===== src/hdl/pfs_pkg.sv =====
// ============================================================================
// pfs_pkg: shared types and constants of the prologue frame size scanner
// Instruction encodings, class codes, field widths and the structs that
// travel between the decoder, the frame state unit and the top level.
// ============================================================================
package pfs_pkg;

    // Field widths
    localparam int UNITS_W  = 27;
    localparam int LIMIT_W  = 30;
    localparam int ACC_W    = 31;
    localparam int AMT_W    = 13;
    localparam int RP_W     = 5;
    localparam int CLS_W    = 3;
    localparam int WORD_W   = 32;

    // Request types
    localparam logic REQ_START = 1'b0;
    localparam logic REQ_INSN  = 1'b1;

    // Instruction classes reported per item
    localparam logic [CLS_W-1:0] CLS_NONE   = 3'd0;
    localparam logic [CLS_W-1:0] CLS_ALLOC  = 3'd1;  // ldo / stwm
    localparam logic [CLS_W-1:0] CLS_STD_MA = 3'd2;  // std,ma
    localparam logic [CLS_W-1:0] CLS_STW_RP = 3'd3;  // stw rp,-20(sp)
    localparam logic [CLS_W-1:0] CLS_STD_RP = 3'd4;  // std rp,-16(sp)

    // Instruction encodings: mask / match pairs
    localparam logic [WORD_W-1:0] LDO_MASK   = 32'hffffc001;
    localparam logic [WORD_W-1:0] LDO_MATCH  = 32'h37de0000;
    localparam logic [WORD_W-1:0] STWM_MASK  = 32'hffe00001;
    localparam logic [WORD_W-1:0] STWM_MATCH = 32'h6fc00000;
    localparam logic [WORD_W-1:0] STDMA_MASK = 32'hffe00009;
    localparam logic [WORD_W-1:0] STDMA_MATCH = 32'h73c00008;
    localparam logic [WORD_W-1:0] STW_RP_WORD = 32'h6bc23fd9;
    localparam logic [WORD_W-1:0] STD_RP_WORD = 32'h0fc212c1;

    // Return pointer slot offsets
    localparam logic [RP_W-1:0] RP_NONE    = 5'd0;
    localparam logic [RP_W-1:0] RP_OFS_STW = 5'd20;
    localparam logic [RP_W-1:0] RP_OFS_STD = 5'd16;

    // Saturation value of the frame accumulator
    localparam logic [ACC_W-1:0] ACC_MAX = {ACC_W{1'b1}};

    // Decoded instruction word
    typedef struct packed {
        logic [CLS_W-1:0] insn_cls;
        logic [AMT_W-1:0] amount;
    } t_insn_dec;

    // Result of one item
    typedef struct packed {
        logic [LIMIT_W-1:0] frame_bytes;
        logic [RP_W-1:0]    rp_slot;
        logic               scanning;
        logic [CLS_W-1:0]   insn_cls;
    } t_result;

endpackage


===== src/hdl/pfs_insn_decode.sv =====
// ============================================================================
// pfs_insn_decode: prologue instruction pattern matcher
// Classifies one instruction word and extracts the stack allocation amount
// in bytes for the allocating encodings.
// ============================================================================
module pfs_insn_decode (
    input  logic [pfs_pkg::WORD_W-1:0] i_insn_word,
    output pfs_pkg::t_insn_dec         o_dec
);
    import pfs_pkg::*;

    // Match encodings in priority order
    always_comb begin
        o_dec.insn_cls = CLS_NONE;
        o_dec.amount   = '0;
        if (((i_insn_word & LDO_MASK) == LDO_MATCH) ||
            ((i_insn_word & STWM_MASK) == STWM_MATCH)) begin
            // low 14 bits shifted right by one
            o_dec.insn_cls = CLS_ALLOC;
            o_dec.amount   = i_insn_word[13:1];
        end else if ((i_insn_word & STDMA_MASK) == STDMA_MATCH) begin
            // 10-bit displacement field in doublewords
            o_dec.insn_cls = CLS_STD_MA;
            o_dec.amount   = {i_insn_word[13:4], 3'b000};
        end else if (i_insn_word == STW_RP_WORD) begin
            o_dec.insn_cls = CLS_STW_RP;
        end else if (i_insn_word == STD_RP_WORD) begin
            o_dec.insn_cls = CLS_STD_RP;
        end
    end

endmodule


===== src/hdl/pfs_frame_state.sv =====
// ============================================================================
// pfs_frame_state: frame analysis state and per-item update
// Holds the accumulated frame size, the limit, the return pointer slot and
// the scan flags; computes the next state and the result of one item.
// ============================================================================
module pfs_frame_state (
    input  logic                        i_clk,
    input  logic                        i_rst_n,
    input  logic                        i_step,
    input  logic                        i_req_type,
    input  logic [pfs_pkg::UNITS_W-1:0] i_frame_limit_units,
    input  logic                        i_save_rp,
    input  logic                        i_before_ip,
    input  pfs_pkg::t_insn_dec          i_dec,
    output pfs_pkg::t_result            o_res
);
    import pfs_pkg::*;

    logic [ACC_W-1:0]   r_acc,    n_acc;
    logic [LIMIT_W-1:0] r_limit,  n_limit;
    logic [RP_W-1:0]    r_rp,     n_rp;
    logic               r_seek,   n_seek;
    logic               r_active, n_active;
    logic [CLS_W-1:0]   n_cls;
    logic               can_scan;
    logic [ACC_W:0]     sum;
    logic [ACC_W-1:0]   acc_sat;

    // Scan condition on the current state
    assign can_scan = r_active && ((r_acc < {1'b0, r_limit}) || r_seek);

    // Saturating accumulate
    assign sum     = {1'b0, r_acc} + (ACC_W+1)'(i_dec.amount);
    assign acc_sat = sum[ACC_W] ? ACC_MAX : sum[ACC_W-1:0];

    // Next state
    always_comb begin
        n_acc    = r_acc;
        n_limit  = r_limit;
        n_rp     = r_rp;
        n_seek   = r_seek;
        n_active = r_active;
        n_cls    = CLS_NONE;
        if (i_req_type == REQ_START) begin
            n_acc    = '0;
            n_limit  = {i_frame_limit_units, 3'b000};
            n_rp     = RP_NONE;
            n_seek   = i_save_rp;
            n_active = 1'b1;
        end else if (can_scan && i_before_ip) begin
            n_cls = i_dec.insn_cls;
            case (i_dec.insn_cls)
                CLS_ALLOC, CLS_STD_MA: begin
                    n_acc = acc_sat;
                end
                CLS_STW_RP: begin
                    n_rp   = RP_OFS_STW;
                    n_seek = 1'b0;
                end
                CLS_STD_RP: begin
                    n_rp   = RP_OFS_STD;
                    n_seek = 1'b0;
                end
                default: begin
                    n_acc = r_acc;
                end
            endcase
        end else begin
            // scan never resumes within this analysis
            n_active = 1'b0;
        end
    end

    // Result of the item from the updated state
    always_comb begin
        o_res.frame_bytes = (n_acc > {1'b0, n_limit}) ? n_limit : n_acc[LIMIT_W-1:0];
        o_res.rp_slot     = n_rp;
        o_res.scanning    = n_active && ((n_acc < {1'b0, n_limit}) || n_seek);
        o_res.insn_cls    = n_cls;
    end

    // Hold analysis state; advance on each step
    always_ff @(posedge i_clk) begin
        if (!i_rst_n) begin
            r_acc    <= '0;
            r_limit  <= '0;
            r_rp     <= RP_NONE;
            r_seek   <= 1'b0;
            r_active <= 1'b0;
        end else if (i_step) begin
            r_acc    <= n_acc;
            r_limit  <= n_limit;
            r_rp     <= n_rp;
            r_seek   <= n_seek;
            r_active <= n_active;
        end
    end

    a_rp_slot_legal: assert property (@(posedge i_clk) disable iff (!i_rst_n)
        (r_rp == RP_NONE) || (r_rp == RP_OFS_STW) || (r_rp == RP_OFS_STD))
        else $error("return pointer slot holds an illegal offset");

    a_size_clamped: assert property (@(posedge i_clk) disable iff (!i_rst_n)
        i_step |-> (o_res.frame_bytes <= n_limit))
        else $error("reported frame size exceeds the limit");

    a_idle_no_scan: assert property (@(posedge i_clk) disable iff (!i_rst_n)
        (i_step && (i_req_type == REQ_INSN) && !r_active) |->
            (!o_res.scanning && (o_res.insn_cls == CLS_NONE)))
        else $error("instruction examined without an open analysis");

    a_rp_ends_search: assert property (@(posedge i_clk) disable iff (!i_rst_n)
        (i_step && (i_req_type == REQ_INSN) &&
         ((n_cls == CLS_STW_RP) || (n_cls == CLS_STD_RP))) |=> !r_seek)
        else $error("return pointer store did not end the search");

endmodule


===== src/hdl/prologue_frame_size_scanner_core.sv =====
// ============================================================================
// prologue_frame_size_scanner_core: prologue frame size scanner, top level
// Registers each item, matches it against the prologue encodings, updates
// the frame analysis and registers one result per item.
//
//   channel   direction  handshake           payload
//   -------   ---------  ------------------  --------------------------------
//   input     in         i_valid / o_ready   req_type, frame_limit_units,
//                                            save_rp, insn_word, before_ip
//   result    out        o_valid / i_ready   frame_bytes, rp_slot,
//                                            scanning, insn_class
//
// One item per cycle sustained while i_ready stays high; each item passes the
// input register, then the result register, before its result is shown.
// The rate rests on the combinational state update: decode, one
// saturating add and three compares against the limit per item.
// Reset (synchronous, active low) empties both registers and clears the
// analysis state; o_ready is high as soon as reset is released.
// While i_ready is low the result holds, one further item waits in the
// input register, and o_ready then drops.
// ============================================================================
module prologue_frame_size_scanner_core (
    input  logic                          i_clk,
    input  logic                          i_rst_n,
    input  logic                          i_valid,
    output logic                          o_ready,
    input  logic                          i_req_type,
    input  logic [pfs_pkg::UNITS_W-1:0]   i_frame_limit_units,
    input  logic                          i_save_rp,
    input  logic [pfs_pkg::WORD_W-1:0]    i_insn_word,
    input  logic                          i_before_ip,
    output logic                          o_valid,
    input  logic                          i_ready,
    output logic [pfs_pkg::LIMIT_W-1:0]   o_frame_bytes,
    output logic [pfs_pkg::RP_W-1:0]      o_rp_slot,
    output logic                          o_scanning,
    output logic [pfs_pkg::CLS_W-1:0]     o_insn_class
);
    import pfs_pkg::*;

    logic               r_in_valid;
    logic               r_req_type;
    logic [UNITS_W-1:0] r_units;
    logic               r_save_rp;
    logic [WORD_W-1:0]  r_word;
    logic               r_before_ip;
    logic               r_out_valid;
    t_result            r_out_res;
    t_result            res;
    t_insn_dec          dec;
    logic               advance;
    logic               in_take;

    // Move an item into the result register when that register frees up
    assign advance = r_in_valid && (!r_out_valid || i_ready);
    assign o_ready = !r_in_valid || advance;
    assign in_take = i_valid && o_ready;

    // Input register
    always_ff @(posedge i_clk) begin
        if (!i_rst_n) begin
            r_in_valid <= 1'b0;
        end else if (in_take) begin
            r_in_valid <= 1'b1;
        end else if (advance) begin
            r_in_valid <= 1'b0;
        end
    end

    always_ff @(posedge i_clk) begin
        if (in_take) begin
            r_req_type  <= i_req_type;
            r_units     <= i_frame_limit_units;
            r_save_rp   <= i_save_rp;
            r_word      <= i_insn_word;
            r_before_ip <= i_before_ip;
        end
    end

    // Classify the instruction word
    pfs_insn_decode u_decode (
        .i_insn_word (r_word),
        .o_dec       (dec)
    );

    // Update the frame analysis
    pfs_frame_state u_state (
        .i_clk               (i_clk),
        .i_rst_n             (i_rst_n),
        .i_step              (advance),
        .i_req_type          (r_req_type),
        .i_frame_limit_units (r_units),
        .i_save_rp           (r_save_rp),
        .i_before_ip         (r_before_ip),
        .i_dec               (dec),
        .o_res               (res)
    );

    // Result register
    always_ff @(posedge i_clk) begin
        if (!i_rst_n) begin
            r_out_valid <= 1'b0;
        end else if (advance) begin
            r_out_valid <= 1'b1;
        end else if (i_ready) begin
            r_out_valid <= 1'b0;
        end
    end

    always_ff @(posedge i_clk) begin
        if (advance) begin
            r_out_res <= res;
        end
    end

    assign o_valid       = r_out_valid;
    assign o_frame_bytes = r_out_res.frame_bytes;
    assign o_rp_slot     = r_out_res.rp_slot;
    assign o_scanning    = r_out_res.scanning;
    assign o_insn_class  = r_out_res.insn_cls;

    a_in_held: assert property (@(posedge i_clk) disable iff (!i_rst_n)
        (r_in_valid && !advance) |=> r_in_valid)
        else $error("waiting item dropped from the input register");

    a_out_drained: assert property (@(posedge i_clk) disable iff (!i_rst_n)
        (r_out_valid && i_ready && !advance) |=> !r_out_valid)
        else $error("taken result shown again");

    a_out_held: assert property (@(posedge i_clk) disable iff (!i_rst_n)
        (r_out_valid && !i_ready) |=> (r_out_valid && $stable(r_out_res)))
        else $error("waiting result changed before it was taken");

endmodule


===== config.mk =====
export PLATFORM = sky130hd
export DESIGN_NAME = prologue_frame_size_scanner_core
export DESIGN_NICKNAME = d
export VERILOG_FILES = /design/src/hdl/pfs_pkg.sv /design/src/hdl/pfs_insn_decode.sv /design/src/hdl/pfs_frame_state.sv /design/src/hdl/prologue_frame_size_scanner_core.sv
export SDC_FILE = /design/constraint.sdc
export NUM_CORES = 1
export LEC_CHECK = 0
export BUFFER_PORTS_ARGS = -buffer_cell sky130_fd_sc_hd__buf_2
export CORE_ASPECT_RATIO = 1.5
export CORE_MARGIN = 4
export CORE_UTILIZATION = 30
export DETAILED_ROUTE_END_ITERATION = 8
export PLACE_DENSITY = 0.52
export SYNTH_ARGS = -nofsm -noshare
export SYNTH_HDL_FRONTEND = slang
export SYNTH_SLANG_ARGS = --single-unit

===== constraint.sdc =====
create_clock -name i_clk -period 6.2 [get_ports i_clk]
set_clock_uncertainty 0.05 [all_clocks]
set_input_delay 1.55 -clock i_clk [delete_from_list [all_inputs] [get_ports i_clk]]
set_output_delay 1.55 -clock i_clk [all_outputs]
set_load 0.05 [all_outputs]

==> results of run 1 <==
-- layer usage --
metal	vias up	track usage
met5	-	0
li1	3851	-
met4	0	0.0671
met3	51	0.0297
met2	164	0.286
met1	3742	0.173
-- layout by cell type (no fill, tap or decap), types with 8 or more instances in the layout --
cell and count:
edfxtp_1 101, and2_1 24, nor3_1 13, nand2_1 43
mux2_4 16, inv_1 74, dfxtp_1 70, mux2i_1 41
o21ai_0 32, a21oi_1 72, ha_1 66, a31oi_1 10
and3_1 9, a211oi_1 35, buf_4 58, o221a_2 8
nand4_1 25, nor2_1 70, buf_2 107, clkbuf_16 20
o211ai_1 11, nand3_1 20, a21o_1 20
-- timing repair --
item,CTS,global route
buffers inserted,0,18
gates cloned,0,3
pin swaps,1,21
gates resized for setup,4,46
hold endpoints to repair,0,0
endpoints found under the setup margin,31,31
-- through the flow --
step | instance area [sq um] | hold WS, ns | power, mW
after CTS | 11700 | 0.404 | 2.68
after detailed placement | 11000 | 0.387 | 1.56
after global placement | 11000 | 0.383 | 1.56
final | 12100 | 0.399 | 2.64
after floorplan | 9820 | 0.367 | 1.47
after global routing | 12100 | 0.415 | 2.75
-- final cells by class --
cell class	count	area, sq um	share of cell area
Inverter	76	288	0.0238
Multi-Input combinational cell	660	5140	0.426
Tap cell	410	513	0.0424
Timing Repair Buffer	173	1110	0.0915
Clock buffer	23	489	0.0405
Clock inverter	9	111	0.00921
Sequential cell	171	4430	0.367
-- worst min-delay path by stage --
stage               depth (start not counted)                               to                             from
CTS                                         1     u_state.r_rp[1]$_SDFFE_PN0P_     u_state.r_rp[1]$_SDFFE_PN0P_
detailed placement                          1     u_state.r_rp[3]$_SDFFE_PN0P_     u_state.r_rp[3]$_SDFFE_PN0P_
global route                                1     u_state.r_rp[3]$_SDFFE_PN0P_     u_state.r_rp[3]$_SDFFE_PN0P_
floorplan                                   2  u_state.r_limit[0]$_SDFFE_PN0P_  u_state.r_limit[0]$_SDFFE_PN0P_
finish                                      1     u_state.r_rp[1]$_SDFFE_PN0P_     u_state.r_rp[1]$_SDFFE_PN0P_
global placement                            1     u_state.r_rp[3]$_SDFFE_PN0P_     u_state.r_rp[3]$_SDFFE_PN0P_
-- flip-flops by register name (all words and copies together), names as in the netlist --
register,cells
o_valid,1
o_frame_bytes,30
o_insn_class,3
u_state.r_active,1
u_state.r_rp,5
r_req_type,1
r_save_rp,1
r_before_ip,1
u_state.r_acc,31
o_scanning,1
r_units,27
r_in_valid,1
o_rp_slot,5
r_word,32
u_state.r_limit,30
u_state.r_seek,1
-- cell families (layout without fill, tap and decap cells) --
group | Yosys count | count (layout) | share of synthesized area
compound gates | 255 | 255 | 0.182
xor+xnor | 9 | 9 | 0.00803
simple gates | 264 | 264 | 0.146
fa+ha+maj | 73 | 73 | 0.0938
buf+inv | 120 | 281 | 0.0497
mux | 59 | 59 | 0.0684
flops | 171 | 171 | 0.452
-- where the power goes --
| part | internal (mW) | total, mW | leakage [nW] | switching, mW |
|---|---|---|---|---|
| registers | 1.25 | 1.28 | 1.55 | 0.0244 |
| clock network | 0.640 | 1.10 | 0.289 | 0.461 |
| logic | 0.0835 | 0.262 | 3.15 | 0.179 |
-- critical path, delay by kind of cell, from the launching register on --
family                   cells  cell delay (ns)
AO/OA/AOI/OAI                8             1.23
adder cells (fa/ha/maj)      3             0.83
buffers and inverters        8             1.18
flip-flops                   1             0.36
multiplexers                 1             0.30
AND/OR/NAND/NOR              9             1.71
==> reports/results.txt, run 1 <==
Drt total wl = 28.2 mm
Most used cell, CP = buf_4
Post-layout util = 0.377
Area added between synthesis and finish = 23.1%
Most numerous cell in the Yosys netlist = edfxtp_1
Pwr dens = 218 nW/um^2
Post-route clock period utilization = 0.957
Status = finished, final reports clean
Clock transition at path regs = 0.06 ns
VDD IR max = 201 uV
Critical Path Source = r_word[31]$_DFFE_PP_
CTS tree = yes
H-tree depth = 4
Routed wl met3 = 964 um
Ys Warns = 0
Clock Path Buffers = 2
Layout net count = 1,238
Wirelength per Cell = 18.5 um
RR Startpoint = r_word[31]$_DFFE_PP_
DP Worst Slack = -0.349 ns
Critical path arrival = 6.09 ns
Final min period = 5.94 ns
Path category of the worst min-delay check = flip-flop to flip-flop
Clock Root Buffer = clkbuf_16
RR Endpoint = o_frame_bytes[8]$_DFFE_PP_
Buffers added on ports = 106
Post-synth EDFFs = 101
Seq/Total Area, Yosys = 0.452
Pre-Repair DR Iteration Count = 5
Hpwl dp = 20.5 mm
Worst R2R Setup Slack = 0.26 ns
Num CTS Buffers = 17
First-pass GRT wire length = 42.8 mm
Share of the synthesized area in the top cell type = 0.309
WL met2 = 15.3 mm
Synth area leaders = edfxtp_1 31%, dfxtp_1 14%, ha_1 9.2%
DR iter-0 viols = 478
Worst-Skew Late Latency = 0.45 ns
Synth top cells by count = 101 x edfxtp_1, 77 x a21oi_1, 76 x inv_1, 72 x ha_1, 71 x nor2_1
Slew Limit Fails = 0
Max incr delay on CP = 0.55 ns
Synth Cell Area = 9820 sq um
WP data required = 6.35 ns
Initial Util = 0.307
Final setup fails = 0
Routed Antenna Nets = 0
Detailed-route DRC error count = 0
Routed via count = 7,808
CTS Sinks = 171
Filler instances = 3,261
Top sig layer = met4
Final Wtd Congestion = 0.891
Peak Freq = 0.168 GHz
Max cap viols = 0
Setup crit end kind = flip-flop
Netlist cell types = 79
Crit Path Class = flip-flop to flip-flop
Slew HR = 0.334
Cell count after synthesis = 951
Synth area leader = edfxtp_1
Die area = 35,700 sq um
Inst Count DP = 1,469
Startpoint Class = flip-flop
Share of cells above drive strength 1 = 0.263
Synthesized flop and latch total = 171
CP endpoint = o_frame_bytes[8]$_DFFE_PP_
Core area = 32,000 sq um
Die height = 230 um
Syn_area_per_cell = 10.3 sq um
CP max stage cell = or4_1
GRT Total Usage = 0.156
Mapped Nets = 1,090
Hold Fails Final Rpt = 0
DIE WIDTH = 156 um
Critical path peak fanout = 8
Main synth FF type = edfxtp_1
Setup WS post-layout = 0.264 ns
Synth async-reset ratio = 0
Remaining Overflow, GRT = 0
Non-filler cells, final = 1,522
I/O pins = 107
Met1 wire length = 11.0 mm
Leakage power = 4.99 nW
Vias/cell = 5.13
Cts hold-fix bufs = 0
Slew @ Worst Pin = 0.993 ns
Total Neg Setup Slack = 0 ns
# diodes = 0
Vias in the first global route = 7,716
Initial antenna violation count = 0
Largest net degree at the start of global routing = 82
Row count = 80
Depth of the worst register-to-register path = 29
Note: power is estimated with default switching activity, not from simulation.
==> inputs of run 2 (changes only) <==
--- a/config.mk
+++ b/config.mk
@@ -7,7 +7,6 @@
 export LEC_CHECK = 0
 export BUFFER_PORTS_ARGS = -buffer_cell sky130_fd_sc_hd__buf_2
 export CORE_ASPECT_RATIO = 1.5
-export CORE_MARGIN = 4
 export CORE_UTILIZATION = 30
 export DETAILED_ROUTE_END_ITERATION = 8
 export PLACE_DENSITY = 0.52
==> reports/results.txt, run 2 (same netlist as run 1, synthesis figures left out) <==
Hold Path Cell Cnt = 1
Hold Fails Final Rpt = 0
Worst-Skew Late Latency = 0.45 ns
Routed Antenna Nets = 0
CTS Sinks = 171
First-pass GRT wire length = 42.7 mm
DR iter-0 viols = 561
Remaining Overflow, GRT = 0
Path category of the worst min-delay check = flip-flop to flip-flop
Row count = 80
Share of cells above drive strength 1 = 0.252
Initial antenna violation count = 0
Area added between synthesis and finish = 21.8%
Critical Path Source = r_word[15]$_DFFE_PP_
Num CTS Buffers = 17
Depth of the worst register-to-register path = 26
Status = finished, final reports clean
Slew Limit Fails = 0
CTS tree = yes
Drt total wl = 27.6 mm
Buffers added on ports = 106
# diodes = 0
Final setup fails = 0
Critical path peak fanout = 8
Die area = 33,500 sq um
Vias/cell = 5.11
Die height = 224 um
Filler instances = 3,205
Leakage power = 4.92 nW
Wirelength per Cell = 18.3 um
Clock Path Buffers = 2
H-tree depth = 4
Cts hold-fix bufs = 0
DP Worst Slack = -0.423 ns
Largest net degree at the start of global routing = 63
DIE WIDTH = 150 um
Min-Delay Endpoint = u_state.r_rp[0]$_SDFFE_PN0P_
Routed via count = 7,724
Hold slack = 0.404 ns
Initial Util = 0.307
Top reg by flops = r_word
Core area = 32,000 sq um
Final Wtd Congestion = 0.857
Commonest non-fill, non-tap cell in the layout = buf_2
Hpwl dp = 19.8 mm
Setup crit end kind = flip-flop
Worst R2R Setup Slack = 0.27 ns
Pwr dens = 226 nW/um^2
Slew @ Worst Pin = 1.12 ns
I/O pins = 107
Slew HR = 0.251
Largest registers = r_word: 32 flops, u_state.r_acc: 31 flops
Setup WS post-layout = 0.267 ns
Layout net count = 1,228
Clock transition at path regs = 0.07 ns
RR Endpoint = o_frame_bytes[22]$_DFFE_PP_
Critical path arrival = 6.09 ns
WP data required = 6.36 ns
Startpoint Class = flip-flop
Largest register FFs = 32
Vias in the first global route = 7,702
Post-layout util = 0.373
VDD IR max = 186 uV
Commonest cells after routing, fill and taps aside = 106 x buf_2, 101 x edfxtp_1, 74 x inv_1
HP Start = u_state.r_rp[0]$_SDFFE_PN0P_
Crit Path Class = flip-flop to flip-flop
Post-route clock period utilization = 0.957
Total Neg Setup Slack = 0 ns
Peak Freq = 0.169 GHz
Final min period = 5.93 ns
GRT Total Usage = 0.172
Detailed-route DRC error count = 0
Pre-Repair DR Iteration Count = 7
Clock Root Buffer = clkbuf_16
RR Startpoint = r_word[15]$_DFFE_PP_
Max cap viols = 0
[run 2: through the flow]
step / total power [mW] / area [sq um] / cells
2_1_floorplan: 1.47 / 9820 / 951
3_3_place_gp: 1.55 / 11000 / 1465
4_1_cts: 2.74 / 11800 / 1506
5_1_grt: 2.80 / 12000 / 1512
3_5_place_dp: 1.56 / 11000 / 1465
6_report: 2.70 / 12000 / 1512
[run 2: report_power, final]
part	internal (mW)	switching (mW)
combinational	0.0830	0.176
sequential	1.25	0.0249
clock	0.711	0.457
total	2.05	0.657
[run 2: worst max-delay path by stage]
stage,end,slack [ns]
finish,o_frame_bytes[22]$_DFFE_PP_,0.27
global route,o_scanning$_DFFE_PP_,-0.02
CTS,o_frame_bytes[22]$_DFFE_PP_,0.03
detailed placement,o_frame_bytes[23]$_DFFE_PP_,-0.42
global placement,o_frame_bytes[8]$_DFFE_PP_,-0.40
floorplan,o_frame_bytes[10]$_DFFE_PP_,0.62
[run 2: final cells by class]
type	count	area (sq um)	area share
multi-input combinational	660	5090	0.426
sequential	171	4430	0.371
timing repair buffer	163	1010	0.0841
tap	410	513	0.0429
clock buffer	26	490	0.0410
inverter	76	288	0.0241
clock inverter	6	134	0.0112
[run 2: worst max-delay path: stages, from the launching register on]
cell,delay [ns]
edfxtp_1,0.39
nor4b_2,0.29
buf_4,0.16
nand4_1,0.16
o211ai_2,0.26
buf_6,0.15
and2_4,0.15
ha_4,0.21
a21o_1,0.19
and3_1,0.17
a31o_2,0.25
o21a_4,0.22
buf_4,0.18
or4_4,0.46
o211ai_4,0.12
inv_1,0.06
ha_1,0.27
nand4_1,0.16
nor4_4,0.47
buf_4,0.18
o21ai_1,0.10
o2111ai_2,0.11
a211oi_2,0.12
o22ai_4,0.18
buf_6,0.16
buf_16,0.14
mux2_4,0.29
[run 2: layer usage]
layer	vias to the layer above	wire length (um)	global-route usage
met1	3687	11000	0.190
met2	156	14700	0.311
met4	0	931	0.0841
met5	-	0	0
li1	3834	-	-
met3	47	987	0.0308
[run 2: repair_timing]
action | in CTS | in global routing
cloned | 1 | 1
buffers inserted | 8 | 6
endpoints found under the setup margin | 31 | 31
resized for setup | 12 | 35
pin swaps | 6 | 16
==> inputs of run 3 (changes only) <==
--- a/config.mk
+++ b/config.mk
@@ -7,9 +7,9 @@
 export LEC_CHECK = 0
 export BUFFER_PORTS_ARGS = -buffer_cell sky130_fd_sc_hd__buf_2
 export CORE_ASPECT_RATIO = 1.5
-export CORE_UTILIZATION = 30
+export CORE_UTILIZATION = 40
 export DETAILED_ROUTE_END_ITERATION = 8
-export PLACE_DENSITY = 0.52
+export PLACE_DENSITY = 0.64
 export SYNTH_ARGS = -nofsm -noshare
 export SYNTH_HDL_FRONTEND = slang
 export SYNTH_SLANG_ARGS = --single-unit
==> constraint.sdc (replaced) <==
create_clock -name i_clk -period 6.2 [get_ports i_clk]
set_clock_uncertainty 0.05 [all_clocks]
set_input_delay 1.24 -clock i_clk [delete_from_list [all_inputs] [get_ports i_clk]]
set_output_delay 1.24 -clock i_clk [all_outputs]
set_load 0.05 [all_outputs]
==> reports/results.txt, run 3 (same netlist as run 1, synthesis figures left out) <==
Status = finished, final reports clean
Initial Util = 0.411
Remaining Overflow, GRT = 0
CTS tree = yes
Vias in the first global route = 7,705
Peak Freq = 0.168 GHz
Hold Fails Final Rpt = 0
Final setup fails = 0
Commonest non-fill, non-tap cell in the layout = buf_2
Final Wtd Congestion = 0.916
Core area = 23,900 sq um
Largest registers = r_word: 32 flops, u_state.r_acc: 31 flops
DR iter-0 viols = 515
Critical path arrival = 6.08 ns
I/O pins = 107
GR Util met2 = 0.362
First-pass GRT wire length = 40.1 mm
Filler instances = 2,211
FF+latch area = 4430 sq um
Initial antenna violation count = 0
Setup crit end kind = flip-flop
Slew Limit Fails = 0
Clock Root Buffer = clkbuf_16
DP Worst Slack = -0.510 ns
VDD IR max = 192 uV
Startpoint Class = flip-flop
Slew HR = 0.322
Total Neg Setup Slack = 0 ns
H-tree depth = 4
CTS Sinks = 171
Routed Antenna Nets = 0
Wirelength per Cell = 18.2 um
Buffers added on ports = 106
Layout net count = 1,219
Detailed-route DRC error count = 0
Max cap viols = 0
Worst-Skew Late Latency = 0.44 ns
Post-route clock period utilization = 0.957
# diodes = 0
Hpwl dp = 18.1 mm
Share of cells above drive strength 1 = 0.239
Commonest cells after routing, fill and taps aside = 106 x buf_2, 101 x edfxtp_1, 74 x a21oi_1, 74 x inv_1, 71 x nor2_1
Die height = 194 um
GRT Total Usage = 0.210
Setup WS post-layout = 0.264 ns
Area added between synthesis and finish = 19.0%
Die area = 25,200 sq um
Num CTS Buffers = 17
Largest net degree at the start of global routing = 90
Final min period = 5.94 ns
Area of the multi-input gates = 5060 sq um
Vias/cell = 5.56
Total power draw = 2.59 mW
Met1 Track Usage GR = 0.241
Routed via count = 7,850
Critical path peak fanout = 7
Path category of the worst min-delay check = flip-flop to flip-flop
M3 GR Usage = 0.0359
Worst R2R Setup Slack = 0.26 ns
Row count = 69
Clock Path Buffers = 2
DIE WIDTH = 130 um
Slew @ Worst Pin = 1.01 ns
Pre-Repair DR Iteration Count = 7
Crit Path Class = flip-flop to flip-flop
Drt total wl = 25.7 mm
WP data required = 6.34 ns
Pwr dens = 222 nW/um^2
Leakage power = 4.86 nW
Clock transition at path regs = 0.06 ns
Top reg by flops = r_word
Most Used Layer, Global Route = met2
Largest register FFs = 32
==> run 3: cell types whose count changed in the layout (fill, tap and decap cells not counted), moves of 3 or more <==
cell | previous run | this run
a21oi_1 | 70 | 74
a21oi_2 | 8 | 5
buf_4 | 51 | 42
clkbuf_1 | 7 | 2
ha_1 | 66 | 70
==> run 3: path summary, 6_finish.rpt <==
path | startpoint | end | cells past startpoint
max | r_word[21]$_DFFE_PP_ | o_frame_bytes[22]$_DFFE_PP_ | 23
min | u_state.r_rp[1]$_SDFFE_PN0P_ | u_state.r_rp[1]$_SDFFE_PN0P_ | 1
max reg2reg | r_word[21]$_DFFE_PP_ | o_frame_bytes[22]$_DFFE_PP_ | 23
min reg2reg | u_state.r_rp[1]$_SDFFE_PN0P_ | u_state.r_rp[1]$_SDFFE_PN0P_ | 1
==> run 3: area by class of cell <==
cell class / instances / share of cell area
inverters: 76 / 0.0246
repair buffers: 153 / 0.0792
multi-input cells: 661 / 0.433
flip-flops and latches: 171 / 0.380
clock inverters: 11 / 0.0102
well taps: 319 / 0.0342
clock buffers: 21 / 0.0394
==> run 3: repair_timing <==
item / 4_1_cts / 5_1_grt
cloned: 0 / 2
hold buffers: 0 / 0
gates resized for setup: 5 / 27
buffers inserted: 1 / 15
pin swaps: 1 / 15
setup endpoints to repair: 31 / 31
==> run 3: stage by stage <==
step | util | area, sq um | hold slack [ns] | std cells
floorplan | - | 9820 | 0.367 | 951
global placement | 0.451 | 10800 | 0.383 | 1362
detailed placement | 0.451 | 10800 | 0.386 | 1362
CTS | 0.477 | 11400 | 0.406 | 1395
global route | 0.488 | 11700 | 0.428 | 1412
finish | 0.488 | 11700 | 0.403 | 1412
==> run 3: critical path: stages (launching register included) <==
cell	delay, ns
edfxtp_1	0.35
nand2b_1	0.19
or4_4	0.61
o211ai_4	0.13
and2_1	0.21
ha_1	0.30
and3_1	0.23
a31o_2	0.29
o21a_4	0.23
a211oi_4	0.25
buf_6	0.15
nand2_1	0.09
o211ai_1	0.27
inv_1	0.07
ha_1	0.29
nand4_1	0.18
nor4_4	0.38
buf_4	0.18
o21ai_0	0.11
o2111ai_1	0.13
a211oi_2	0.14
o22ai_4	0.29
clkbuf_16	0.24
mux2_4	0.29
==> run 3: where the power goes <==
group | internal [mW] | switching, mW
clock | 0.612 | 0.448
sequential | 1.25 | 0.0248
combinational | 0.0812 | 0.174
total | 1.95 | 0.647
==> run 3: metal layers <==
layer	routed length, um	vias up
li1	-	3827
met1	10300	3727
met2	13200	235
met3	1060	61
met4	1180	0
met5	0	-
